## src/deq_pkg.sv

```systemverilog
// Shared types and constants of the deque block.
// No dependencies.
`default_nettype none

package deq_pkg;

  localparam int FUNC_W      = 4;
  localparam int KEY_W       = 32;
  localparam int COUNT_W     = 6;
  localparam int STATUS_W    = 2;
  localparam int MAX_RESULTS = 32;

  typedef enum logic [FUNC_W-1:0] {
    F_APPEND     = 4'd0,
    F_PUSH_FRONT = 4'd1,
    F_DROP_FRONT = 4'd2,
    F_DROP_BACK  = 4'd3,
    F_DEL_KEY    = 4'd4,
    F_DUMP_ALL   = 4'd5,
    F_DUMP_FIRST = 4'd6,
    F_DUMP_LAST  = 4'd7,
    F_CLEAR      = 4'd8
  } func_e;

  typedef enum logic [STATUS_W-1:0] {
    ST_OK    = 2'd0,
    ST_FULL  = 2'd1,
    ST_EMPTY = 2'd2
  } status_e;

  typedef struct packed {
    logic signed [KEY_W-1:0] value;
    logic                    has_value;
    logic                    last_of_run;
    status_e                 status;
  } res_t;

endpackage

`default_nettype wire

```

## src/deq_if.sv

```systemverilog
// Valid/ready channel interfaces for operations and results.
// Depends on deq_pkg.
`default_nettype none

interface deq_in_if import deq_pkg::*; ();
  logic                      valid;
  logic                      ready;
  logic        [FUNC_W-1:0]  func;
  logic signed [KEY_W-1:0]   key;
  logic        [COUNT_W-1:0] count;

  modport source (output valid, func, key, count, input ready);
  modport sink   (input valid, func, key, count, output ready);
endinterface

interface deq_out_if import deq_pkg::*; ();
  logic                       valid;
  logic                       ready;
  logic signed [KEY_W-1:0]    value;
  logic                       has_value;
  logic                       last_of_run;
  logic        [STATUS_W-1:0] status;

  modport source (output valid, value, has_value, last_of_run, status, input ready);
  modport sink   (input valid, value, has_value, last_of_run, status, output ready);
endinterface

`default_nettype wire

```

## src/deq_ram.sv

```systemverilog
// Entry store: one write port, one read port, registered read data.
// Depends on deq_pkg.
`default_nettype none

module deq_ram import deq_pkg::*; #(
  parameter int DEPTH = 32,
  localparam int AW   = $clog2(DEPTH)
) (
  input  logic                    clk_i,
  input  logic                    we_i,
  input  logic [AW-1:0]           waddr_i,
  input  logic signed [KEY_W-1:0] wdata_i,
  input  logic                    re_i,
  input  logic [AW-1:0]           raddr_i,
  output logic signed [KEY_W-1:0] rdata_o
);

  logic signed [KEY_W-1:0] mem [DEPTH];

  always_ff @(posedge clk_i) begin
    if (we_i) begin
      mem[waddr_i] <= wdata_i;
    end
  end

  // read data holds while no read is issued
  always_ff @(posedge clk_i) begin
    if (re_i) begin
      rdata_o <= mem[raddr_i];
    end
  end

endmodule

`default_nettype wire

```

## src/deq_obuf.sv

```systemverilog
// Output register between the sequencer and the result channel.
// Depends on deq_pkg and deq_if.
`default_nettype none

module deq_obuf import deq_pkg::*; (
  input  logic      clk_i,
  input  logic      rst_ni,
  input  logic      push_i,
  output logic      push_ready_o,
  input  res_t      res_i,
  deq_out_if.source out_ch
);

  logic valid_q;
  res_t data_q;

  assign push_ready_o = !valid_q || out_ch.ready;

  always_ff @(posedge clk_i or negedge rst_ni) begin
    if (!rst_ni) begin
      valid_q <= 1'b0;
    end else if (push_ready_o) begin
      valid_q <= push_i;
    end
  end

  always_ff @(posedge clk_i) begin
    if (push_i && push_ready_o) begin
      data_q <= res_i;
    end
  end

  assign out_ch.valid       = valid_q;
  assign out_ch.value       = data_q.value;
  assign out_ch.has_value   = data_q.has_value;
  assign out_ch.last_of_run = data_q.last_of_run;
  assign out_ch.status      = data_q.status;

endmodule

`default_nettype wire

```

## src/deque_with_key_delete_and_dump.sv

```systemverilog
// Deque top level: operation sequencer around the entry store and output register.
// Depends on deq_pkg, deq_if, deq_ram and deq_obuf.
//
// Bounded double-ended store of DEPTH signed 32-bit keys held as a ring in a
// single-port-read, single-port-write memory. One operation is taken at a
// time. Inserts, drops, clear and unknown codes are a transfer followed by an
// acknowledge. Delete-by-key walks the live entries one memory read per cycle
// and compacts the survivors in place. A dump of n entries streams one result
// per cycle from the registered read port while the result channel is ready,
// at most MAX_RESULTS entries per dump; backpressure on the result channel
// stalls the dump. No clearing pass is needed after reset.
`default_nettype none

module deque_with_key_delete_and_dump import deq_pkg::*; #(
  parameter int DEPTH = 32
) (
  input  logic      clk_i,
  input  logic      rst_ni,
  deq_in_if.sink    in_ch,
  deq_out_if.source out_ch
);

  localparam int AW = $clog2(DEPTH);
  localparam int CW = $clog2(DEPTH + 1);
  localparam int SW = CW + 1;
  localparam int MW = (CW > COUNT_W) ? CW : COUNT_W;

  localparam logic [CW-1:0] DEPTH_C   = CW'(DEPTH);
  localparam logic [CW-1:0] LIM_C     = CW'((DEPTH > MAX_RESULTS) ? MAX_RESULTS : DEPTH);
  localparam logic [AW-1:0] LAST_SLOT = AW'(DEPTH - 1);

  localparam logic [1:0] S_IDLE = 2'd0;
  localparam logic [1:0] S_ACK  = 2'd1;
  localparam logic [1:0] S_DEL  = 2'd2;
  localparam logic [1:0] S_DUMP = 2'd3;

  function automatic logic [AW-1:0] slot_of(logic [AW-1:0] base, logic [CW-1:0] off);
    logic [SW-1:0] s;
    s = SW'(base) + SW'(off);
    if (s >= SW'(DEPTH)) begin
      s = s - SW'(DEPTH);
    end
    return s[AW-1:0];
  endfunction

  logic [1:0]              state_q, state_d;
  logic [AW-1:0]           head_q, head_d;
  logic [CW-1:0]           count_q, count_d;
  logic [CW-1:0]           idx_q, idx_d;
  logic [CW-1:0]           wr_q, wr_d;
  logic [CW-1:0]           n_q, n_d;
  logic [CW-1:0]           base_q, base_d;
  logic                    pend_q, pend_d;
  status_e                 ack_st_q, ack_st_d;
  logic signed [KEY_W-1:0] key_q, key_d;

  logic                    ram_we, ram_re;
  logic [AW-1:0]           ram_waddr, ram_raddr;
  logic signed [KEY_W-1:0] ram_wdata, ram_rdata;

  logic    push, obuf_rdy;
  res_t    res;
  logic    in_xfer;
  logic [MW-1:0] cnt_ext, cq_ext;
  logic [CW-1:0] n_raw, n_sel;
  logic [AW-1:0] head_m1;

  assign in_ch.ready = (state_q == S_IDLE);
  assign in_xfer     = in_ch.valid && in_ch.ready;
  assign cnt_ext     = MW'(in_ch.count);
  assign cq_ext      = MW'(count_q);
  assign head_m1     = (head_q == '0) ? LAST_SLOT : head_q - AW'(1);

  // last-n start uses the unclamped count; the result limit applies after
  always_comb begin
    n_raw = (cnt_ext < cq_ext) ? cnt_ext[CW-1:0] : count_q;
    if (in_ch.func == F_DUMP_ALL) begin
      n_raw = count_q;
    end
    n_sel = (n_raw > LIM_C) ? LIM_C : n_raw;
  end

  always_comb begin
    state_d   = state_q;
    head_d    = head_q;
    count_d   = count_q;
    idx_d     = idx_q;
    wr_d      = wr_q;
    n_d       = n_q;
    base_d    = base_q;
    pend_d    = pend_q;
    ack_st_d  = ack_st_q;
    key_d     = key_q;
    ram_we    = 1'b0;
    ram_waddr = '0;
    ram_wdata = in_ch.key;
    ram_re    = 1'b0;
    ram_raddr = '0;
    push      = 1'b0;
    res       = '{value: '0, has_value: 1'b0, last_of_run: 1'b1, status: ack_st_q};

    case (state_q)
      S_IDLE: begin
        if (in_xfer) begin
          state_d  = S_ACK;
          ack_st_d = ST_OK;
          case (in_ch.func)
            F_APPEND: begin
              if (count_q == DEPTH_C) begin
                ack_st_d = ST_FULL;
              end else begin
                ram_we    = 1'b1;
                ram_waddr = slot_of(head_q, count_q);
                count_d   = count_q + CW'(1);
              end
            end
            F_PUSH_FRONT: begin
              if (count_q == DEPTH_C) begin
                ack_st_d = ST_FULL;
              end else begin
                ram_we    = 1'b1;
                ram_waddr = head_m1;
                head_d    = head_m1;
                count_d   = count_q + CW'(1);
              end
            end
            F_DROP_FRONT: begin
              if (count_q == '0) begin
                ack_st_d = ST_EMPTY;
              end else begin
                count_d = count_q - CW'(1);
                if (count_q == CW'(1) || head_q == LAST_SLOT) begin
                  head_d = '0;
                end else begin
                  head_d = head_q + AW'(1);
                end
              end
            end
            F_DROP_BACK: begin
              if (count_q == '0) begin
                ack_st_d = ST_EMPTY;
              end else begin
                count_d = count_q - CW'(1);
                if (count_q == CW'(1)) begin
                  head_d = '0;
                end
              end
            end
            F_DEL_KEY: begin
              if (count_q == '0) begin
                ack_st_d = ST_EMPTY;
              end else begin
                key_d   = in_ch.key;
                idx_d   = '0;
                wr_d    = '0;
                pend_d  = 1'b0;
                state_d = S_DEL;
              end
            end
            F_DUMP_ALL, F_DUMP_FIRST, F_DUMP_LAST: begin
              if (count_q == '0) begin
                ack_st_d = ST_EMPTY;
              end else if (n_sel != '0) begin
                n_d     = n_sel;
                base_d  = (in_ch.func == F_DUMP_LAST) ? count_q - n_raw : '0;
                idx_d   = '0;
                pend_d  = 1'b0;
                state_d = S_DUMP;
              end
            end
            F_CLEAR: begin
              head_d  = '0;
              count_d = '0;
            end
            default: begin
            end
          endcase
        end
      end

      S_ACK: begin
        push = 1'b1;
        if (obuf_rdy) begin
          state_d = S_IDLE;
        end
      end

      // read entry idx, write survivors at wr; writes never pass the read index
      S_DEL: begin
        if (pend_q && ram_rdata != key_q) begin
          ram_we    = 1'b1;
          ram_waddr = slot_of(head_q, wr_q);
          ram_wdata = ram_rdata;
          wr_d      = wr_q + CW'(1);
        end
        if (idx_q < count_q) begin
          ram_re    = 1'b1;
          ram_raddr = slot_of(head_q, idx_q);
          idx_d     = idx_q + CW'(1);
          pend_d    = 1'b1;
        end else begin
          pend_d   = 1'b0;
          count_d  = wr_d;
          if (wr_d == '0) begin
            head_d = '0;
          end
          ack_st_d = ST_OK;
          state_d  = S_ACK;
        end
      end

      S_DUMP: begin
        push = pend_q;
        res  = '{value: ram_rdata, has_value: 1'b1, last_of_run: (idx_q == n_q),
                 status: ST_OK};
        if (!pend_q || obuf_rdy) begin
          if (idx_q < n_q) begin
            ram_re    = 1'b1;
            ram_raddr = slot_of(head_q, base_q + idx_q);
            idx_d     = idx_q + CW'(1);
            pend_d    = 1'b1;
          end else begin
            pend_d  = 1'b0;
            state_d = S_IDLE;
          end
        end
      end

      default: begin
        state_d = S_IDLE;
      end
    endcase
  end

  always_ff @(posedge clk_i or negedge rst_ni) begin
    if (!rst_ni) begin
      state_q  <= S_IDLE;
      head_q   <= '0;
      count_q  <= '0;
      idx_q    <= '0;
      wr_q     <= '0;
      n_q      <= '0;
      base_q   <= '0;
      pend_q   <= 1'b0;
      ack_st_q <= ST_OK;
    end else begin
      state_q  <= state_d;
      head_q   <= head_d;
      count_q  <= count_d;
      idx_q    <= idx_d;
      wr_q     <= wr_d;
      n_q      <= n_d;
      base_q   <= base_d;
      pend_q   <= pend_d;
      ack_st_q <= ack_st_d;
    end
  end

  always_ff @(posedge clk_i) begin
    key_q <= key_d;
  end

  deq_ram #(.DEPTH(DEPTH)) u_ram (
    .clk_i   (clk_i),
    .we_i    (ram_we),
    .waddr_i (ram_waddr),
    .wdata_i (ram_wdata),
    .re_i    (ram_re),
    .raddr_i (ram_raddr),
    .rdata_o (ram_rdata)
  );

  deq_obuf u_obuf (
    .clk_i        (clk_i),
    .rst_ni       (rst_ni),
    .push_i       (push),
    .push_ready_o (obuf_rdy),
    .res_i        (res),
    .out_ch       (out_ch)
  );

endmodule

`default_nettype wire

```

## src/flat_wrapper.sv

```systemverilog
// flat-port wrapper written by rule: the top's interface ports become plain ports
module deque_with_key_delete_and_dump_flat import deq_pkg::*;
#(
  parameter int DEPTH = 32
)
  (clk_i, rst_ni, in_ch_valid, in_ch_func, in_ch_key, in_ch_count, in_ch_ready, out_ch_valid, out_ch_value, out_ch_has_value, out_ch_last_of_run, out_ch_status, out_ch_ready);
  deq_in_if in_ch_i ();
  deq_out_if out_ch_i ();
  input  logic clk_i;
  input  logic rst_ni;
  input wire logic [$bits(in_ch_i.valid)-1:0] in_ch_valid;
  input wire logic [$bits(in_ch_i.func)-1:0] in_ch_func;
  input wire logic [$bits(in_ch_i.key)-1:0] in_ch_key;
  input wire logic [$bits(in_ch_i.count)-1:0] in_ch_count;
  output wire logic [$bits(in_ch_i.ready)-1:0] in_ch_ready;
  output wire logic [$bits(out_ch_i.valid)-1:0] out_ch_valid;
  output wire logic [$bits(out_ch_i.value)-1:0] out_ch_value;
  output wire logic [$bits(out_ch_i.has_value)-1:0] out_ch_has_value;
  output wire logic [$bits(out_ch_i.last_of_run)-1:0] out_ch_last_of_run;
  output wire logic [$bits(out_ch_i.status)-1:0] out_ch_status;
  input wire logic [$bits(out_ch_i.ready)-1:0] out_ch_ready;
  assign in_ch_i.valid = in_ch_valid;
  assign in_ch_i.func = in_ch_func;
  assign in_ch_i.key = in_ch_key;
  assign in_ch_i.count = in_ch_count;
  assign in_ch_ready = in_ch_i.ready;
  assign out_ch_valid = out_ch_i.valid;
  assign out_ch_value = out_ch_i.value;
  assign out_ch_has_value = out_ch_i.has_value;
  assign out_ch_last_of_run = out_ch_i.last_of_run;
  assign out_ch_status = out_ch_i.status;
  assign out_ch_i.ready = out_ch_ready;
  deque_with_key_delete_and_dump #(.DEPTH(DEPTH)) u_core (.clk_i(clk_i), .rst_ni(rst_ni), .in_ch(in_ch_i), .out_ch(out_ch_i));
endmodule
```

## config.mk

```make
export PLATFORM = sky130hd
export DESIGN_NAME = deque_with_key_delete_and_dump_flat
export DESIGN_NICKNAME = d
export VERILOG_FILES = /design/src/deq_pkg.sv /design/src/deq_if.sv /design/src/deq_ram.sv /design/src/deq_obuf.sv /design/src/deque_with_key_delete_and_dump.sv /design/src/flat_wrapper.sv
export SDC_FILE = /design/constraint.sdc
export NUM_CORES = 1
export LEC_CHECK = 0
export BUFFER_PORTS_ARGS = -buffer_cell sky130_fd_sc_hd__buf_2
export CAP_MARGIN = 5
export CORE_MARGIN = 5
export CORE_UTILIZATION = 41
export DETAILED_ROUTE_END_ITERATION = 6
export HOLD_SLACK_MARGIN = 0.08
export SLEW_MARGIN = 40
export SYNTH_ARGS = -nofsm -noshare
export SYNTH_HDL_FRONTEND = slang
export SYNTH_HIERARCHICAL = 1
export SYNTH_SLANG_ARGS = --single-unit
```

## constraint.sdc

```tcl
create_clock -name clk_i -period 5.25 [get_ports clk_i]
set_input_delay 0.525 -clock clk_i [delete_from_list [all_inputs] [get_ports clk_i]]
set_output_delay 0.525 -clock clk_i [all_outputs]
set_load 0.1 [all_outputs]
```

==> results.sh, run 1 <==
export IMPL_arrival_ns=5.23
export IMPL_crit_type="reg2reg"
export IMPL_hold_path_class="in2reg"
export IMPL_finalSetupViolations=0
export IMPL_cts_root_buf="clkbuf_16"
export IMPL_worst_setup_path_end_kind="flip-flop"
export IMPL_power_mw=25.0
export IMPL_ctsHtreeMaxLevel=3
export IMPL_syn_area_sq_mm=0.0479
export IMPL_layout_drive_gt1_share=0.146
export IMPL_placed_area_sq_mm=0.0510
export IMPL_num_io_pins=84
export IMPL_crit_fanout=34
export IMPL_dieWidth_um=352
export IMPL_top_usage_layer="met2"
export IMPL_ys_flop_type="edfxtp_1"
export IMPL_cts_sinks=1164
export IMPL_pre_cts_slack_ns=0.449
export IMPL_drv_cap=0
export IMPL_use_met3=0.0301
export IMPL_grt_antenna_before_repair=1
export IMPL_yosys_warnings=6
export IMPL_period_minus_slack_ns=4.81
export IMPL_postCtsSetupBuffers=0
export IMPL_yosysUniqueCellTypes=70
export IMPL_grt_overflow_total=0
export IMPL_met2_usage=0.337
export IMPL_vias=27600
export IMPL_syn_area_per_cell_sq_um=16.3
export IMPL_fin_skew_ns=0.0386
export IMPL_max_clock_path_buffers=3
export IMPL_drt_wirelength_per_cell_um=27.1
export IMPL_p_per_area_mw_per_mm2=454
export IMPL_cts_tree="done"
export IMPL_layout_setup_ws_ns=0.438
export IMPL_yosys_area_share_adder=0.0150
export IMPL_finalHoldViolCount=0
export IMPL_synth_nets=3046
export IMPL_synth_cells=2946
export IMPL_layoutNonFillerInstCount=4777
export IMPL_start_util=0.412
export IMPL_clock_fmax_ghz=0.208
export IMPL_start_kind="flip-flop"
export IMPL_core_area_sq_mm=0.116
export IMPL_hold_worst_slack_ns=0.138
export IMPL_syn2layout_area_growth_pct=15.2
export IMPL_rsz0062_at_grt="false"
export IMPL_final_core_util=0.475
export IMPL_place_hpwl_um=79500
export IMPL_drv_slew=0
export IMPL_status="finished clean"
export IMPL_placementRows=125
export IMPL_cts_repair_resized=0
export IMPL_synth_top_family_by_area="multiplexers"
export IMPL_wl_um=129000
export IMPL_drc=0
export IMPL_synth_area_leaders="edfxtp_1, mux2i_1, dfrtp_1"
export IMPL_fin_tns_setup_ns=0
export IMPL_clk_latency_ns=0.73
export IMPL_synth_xor_area_share=0.0117
export IMPL_place_congestion=0.857
export IMPL_synth_async_reset_ratio=0.0344
export IMPL_viasPerCell=5.77
export IMPL_yosys_area_share_simple=0.0477
export IMPL_track_usage=0.206
export IMPL_layout_cells_most_common_list="edfxtp_1, mux2i_1, a21oi_1"
export IMPL_antenna_left=0
export IMPL_peakVddDrop_v=0.000309
export IMPL_required_ns=5.66
export IMPL_drt_initial_drc_count=2801
export IMPL_grt_max_degree=86
export IMPL_nets=3255
export IMPL_dp_cells=4529
export IMPL_synth_top_area_frac=0.704
export IMPL_synth_seq_cells=1164
export IMPL_yosysTopAreaCell="edfxtp_1"
export IMPL_cts_buffers=116
export IMPL_layout_commonest_cell="edfxtp_1"
export IMPL_fin_crit_sh=0.917
export IMPL_portBuffers=83
export IMPL_maxSlewHeadroom=0.442
export IMPL_die_height_um=352
export IMPL_grt_first_pass_wirelength_um=188000
export IMPL_first_pass_iters=6
export IMPL_final_area_sq_mm=0.0552
export IMPL_cts_clk_slew_worst_paths_ns=0.06
export IMPL_worst_pin_slew_ns=0.834
export IMPL_synth_compound_area_frac=0.0629
export IMPL_gr_usage_met1=0.293
export IMPL_dieArea_sq_mm=0.124
export IMPL_synth_enable_flop_cells=1124
export IMPL_grt_pass1_vias=27500
export IMPL_synth_mux_area_frac=0.116
export IMPL_yosysSeqAreaShare=0.725
export IMPL_p_leak_nw=17.6
[state kept, by name, indices dropped and copies added (netlist names), 2 cells and up]
signal and cells:
u_core/wr_q 6, u_core/head_q 5, u_core/u_obuf/out_ch.status 2, u_core/u_ram/rdata_o 32
u_core/ack_st_q 2, u_core/u_obuf/out_ch.value 32, u_core/key_q 32, u_core/base_q 5
u_core/state_q 2, u_core/n_q 6, u_core/count_q 6, u_core/u_ram/mem 1024
u_core/idx_q 6
[cells in the mapped netlist (42+ instances only)]
cell / count
nor2_1: 70
edfxtp_1: 1124
a21oi_1: 141
nor3_1: 42
a22o_1: 67
nand3_1: 115
xnor2_1: 46
ha_1: 48
mux2i_1: 517
clkbuf_1: 58
nand2_1: 142
a22oi_1: 100
[routing by layer]
layer  vias up  wire (um)
met5         -          0
met4         0       3150
met3       181       8580
met2      1048      61400
met1     14300      56200
li1      12000          -
[critical path: stages (launching register included)]
cell and delay [ns]:
edfxtp_1 0.60, xnor2_1 0.59, nand4_1 0.44, nor4_1 0.58
a21oi_2 0.22, nand2_2 0.18, buf_4 0.51, o21ai_0 0.38
or3b_2 0.62, nor2_4 0.08, buf_4 0.26
[report_power, final]
part | internal (mW) | switching [mW] | leakage, nW
Combinational | 1.80 | 3.86 | 5.07
Sequential | 10.8 | 0.377 | 10.6
Clock | 4.76 | 3.49 | 1.86
Total | 17.3 | 7.72 | 17.6
[area by class of cell]
class	count	area [sq um]
antenna	2	5.00
clock buffer	137	2980
clock inverter	77	845
fill	9779	61000
inverter	37	139
multi-input combinational	1588	12400
sequential	1164	34800
tap	1524	1910
timing repair buffer	248	2120
[logic make-up after synthesis]
kind of cell,Yosys count
flip-flops,1164
AND/OR/NAND/NOR,472
buffers and inverters,194
AO/OA/AOI/OAI,448
XOR/XNOR,64
adder cells (fa/ha/maj),54
multiplexers,550
[worst paths after layout]
| check | start | to | slack [ns] | cells past startpoint |
|---|---|---|---|---|
| setup / recovery | u_core/u_ram/rdata_o[5]$_DFFE_PP_ | u_core/u_ram/mem[4][15]$_DFFE_PP_ | 0.44 | 10 |
| hold / removal | out_ch_ready | u_core/u_obuf/out_ch.valid$_DFFE_PN0P_ | 0.14 | 3 |
| setup reg to reg | u_core/u_ram/rdata_o[5]$_DFFE_PP_ | u_core/u_ram/mem[4][15]$_DFFE_PP_ | 0.44 | 10 |
| hold reg to reg | u_core/base_q[0]$_DFFE_PN0P_ | u_core/base_q[0]$_DFFE_PN0P_ | 0.49 | 2 |
| max in group asynchronous | rst_ni | u_core/ack_st_q[0]$_DFFE_PN0P_ | 4.50 | 2 |
| min in group asynchronous | rst_ni | u_core/state_q[0]$_DFFE_PN0P_ | 0.35 | 2 |
[repair_timing]
action / 4_1_cts / 5_1_grt
hold buffers: 32 / 0
endpoints found under the hold margin: 71 / 0
endpoints found under the setup margin: 0 / 0
No activity file was read; power rests on OpenSTA's default activity.
==> run 2, diff against run 1 <==
--- a/config.mk
+++ b/config.mk
@@ -7,10 +7,13 @@
 export LEC_CHECK = 0
 export BUFFER_PORTS_ARGS = -buffer_cell sky130_fd_sc_hd__buf_2
 export CAP_MARGIN = 5
+export CELL_PAD_IN_SITES_DETAIL_PLACEMENT = 0
+export CELL_PAD_IN_SITES_GLOBAL_PLACEMENT = 1
 export CORE_MARGIN = 5
 export CORE_UTILIZATION = 41
 export DETAILED_ROUTE_END_ITERATION = 6
 export HOLD_SLACK_MARGIN = 0.08
+export PLACE_DENSITY_LB_ADDON = 0.1
 export SLEW_MARGIN = 40
 export SYNTH_ARGS = -nofsm -noshare
 export SYNTH_HDL_FRONTEND = slang
==> run 2 against run 1 <==
Net effect:
- die area did not move
- power up 1.0%
- final area is 1.2% higher
==> results.sh, run 2 (synthesized netlist as in run 1, its figures left out) <==
export IMPL_postCtsSetupBuffers=0
export IMPL_critical_path_slowest_cell="o22ai_2"
export IMPL_crit_fanout=15
export IMPL_dieArea_sq_mm=0.124
export IMPL_cts_clk_slew_worst_paths_ns=0.06
export IMPL_rsz0062_at_grt="false"
export IMPL_p_per_area_mw_per_mm2=453
export IMPL_fin_skew_ns=0.0342
export IMPL_clk_latency_ns=0.74
export IMPL_num_io_pins=84
export IMPL_arrival_ns=4.69
export IMPL_power_mw=25.3
export IMPL_cts_tree="done"
export IMPL_nets=3273
export IMPL_place_hpwl_um=82200
export IMPL_grt_antenna_before_repair=8
export IMPL_largest_register="u_core/u_ram/mem"
export IMPL_syn2layout_area_growth_pct=16.5
export IMPL_critPathMaxStageDelay_ns=0.53
export IMPL_drv_slew=0
export IMPL_dieWidth_um=352
export IMPL_placementRows=125
export IMPL_finalSetupViolations=0
export IMPL_drv_cap=0
export IMPL_layout_cells_most_common_list="edfxtp_1, mux2i_1, a21oi_1"
export IMPL_core_area_sq_mm=0.116
export IMPL_grt_max_degree=98
export IMPL_period_minus_slack_ns=4.23
export IMPL_multi_input_area_sq_mm=0.0124
export IMPL_layout_commonest_cell="edfxtp_1"
export IMPL_register_area_sq_mm=0.0348
export IMPL_largest_reg_flops=1024
export IMPL_track_usage=0.224
export IMPL_fin_crit_sh=0.805
export IMPL_grt_first_pass_wirelength_um=198000
export IMPL_place_congestion=0.824
export IMPL_maxSlewHeadroom=0.415
export IMPL_required_ns=5.71
export IMPL_fin_tns_setup_ns=0
export IMPL_hold_path_class="in2reg"
export IMPL_vias=27400
export IMPL_ctsHtreeMaxLevel=4
export IMPL_clock_fmax_ghz=0.237
export IMPL_crit_type="reg2reg"
export IMPL_die_height_um=352
export IMPL_fill_cells=9863
export IMPL_first_pass_iters=5
export IMPL_start_kind="flip-flop"
export IMPL_max_clock_path_buffers=3
export IMPL_grt_pass1_vias=27400
export IMPL_finalHoldViolCount=0
export IMPL_viasPerCell=5.70
export IMPL_drc=0
export IMPL_layout_drive_gt1_share=0.150
export IMPL_status="finished clean"
export IMPL_drt_initial_drc_count=2356
export IMPL_start_util=0.412
export IMPL_drt_wirelength_per_cell_um=29.0
export IMPL_peakVddDrop_v=0.000331
export IMPL_wl_um=139000
export IMPL_cts_buffers=131
export IMPL_worst_pin_slew_ns=0.876
export IMPL_cts_sinks=1164
export IMPL_p_leak_nw=17.8
export IMPL_grt_overflow_total=0
export IMPL_antenna_left=0
export IMPL_worst_path_most_repeated_cell="nand2_1"
export IMPL_cts_root_buf="clkbuf_16"
export IMPL_cp_cell_sequence="inv_1 > ha_1 > a2111oi_0 > o21ai_0 > nand2_1 > nand2_1 > o22ai_2 > and2_4 > buf_4 > a22o_1 > nor3_1 > a31oi_1 > nand3_1"
export IMPL_worst_setup_path_end_kind="flip-flop"
export IMPL_portBuffers=83
run 2: metal layers:
metal / up-vias / part of all wire / global-route usage
li1: 12000 / - / -
met4: 0 / 0.028 / 0.0703
met3: 189 / 0.066 / 0.0429
met5: - / 0 / 0
met1: 14200 / 0.45 / 0.315
met2: 892 / 0.46 / 0.355
run 2: per-stage QoR:
| stage | hold slack, ns | instances | worst slack (ns) | util | area [sq um] |
|---|---|---|---|---|---|
| 6_report | 0.135 | 4804 | 1.02 | 0.480 | 55800 |
| 5_1_grt | 0.110 | 4800 | 0.754 | 0.480 | 55800 |
| 4_1_cts | 0.0811 | 4800 | 1.02 | 0.480 | 55800 |
| 3_5_place_dp | 0.489 | 4534 | 1.06 | 0.443 | 51500 |
| 3_3_place_gp | 0.480 | 4534 | 0.758 | 0.443 | 51500 |
| 2_1_floorplan | 0.229 | 2946 | 0.0497 | - | 47900 |
run 2: layout make-up:
type / instances / share of cell area
clock buffer: 165 / 0.0629
timing repair buffer: 251 / 0.0460
sequential: 1164 / 0.623
tap: 1524 / 0.0342
inverter: 37 / 0.00249
clock inverter: 71 / 0.00876
antenna: 4 / 0.000179
multi-input combinational: 1588 / 0.223
run 2: critical path, delay by kind of cell, from the launching register on:
family,cells,cell delay [ns]
buffers and inverters,2,0.53
flip-flops,1,0.47
adder cells (fa/ha/maj),1,0.26
AND/OR/NAND/NOR,5,1.08
AO/OA/AOI/OAI,5,1.59
run 2: final timing paths:
| kind | from | slack (ns) | cells past startpoint | to |
|---|---|---|---|---|
| setup / recovery | u_core/count_q[4]$_DFFE_PN0P_ | 1.02 | 13 | u_core/u_ram/rdata_o[24]$_DFFE_PP_ |
| hold / removal | in_ch_key[16] | 0.14 | 1 | u_core/key_q[16]$_DFFE_PP_ |
| setup reg to reg | u_core/count_q[4]$_DFFE_PN0P_ | 1.02 | 13 | u_core/u_ram/rdata_o[24]$_DFFE_PP_ |
| hold reg to reg | u_core/n_q[1]$_DFFE_PN0P_ | 0.50 | 2 | u_core/n_q[1]$_DFFE_PN0P_ |
| max in group asynchronous | rst_ni | 4.51 | 2 | u_core/n_q[2]$_DFFE_PN0P_ |
| min in group asynchronous | rst_ni | 0.34 | 2 | u_core/base_q[3]$_DFFE_PN0P_ |
run 2: repair_timing:
| action | 4_1_cts | 5_1_grt |
|---|---|---|
| hold endpoints to repair | 69 | 0 |
| hold buffers | 30 | 0 |
| gates resized for setup | 0 | 0 |
run 2: report_power, final:
| part | internal, mW | switching, mW |
|---|---|---|
| sequential | 10.8 | 0.391 |
| combinational | 1.83 | 3.76 |
| clock | 4.90 | 3.66 |
| total | 17.5 | 7.82 |
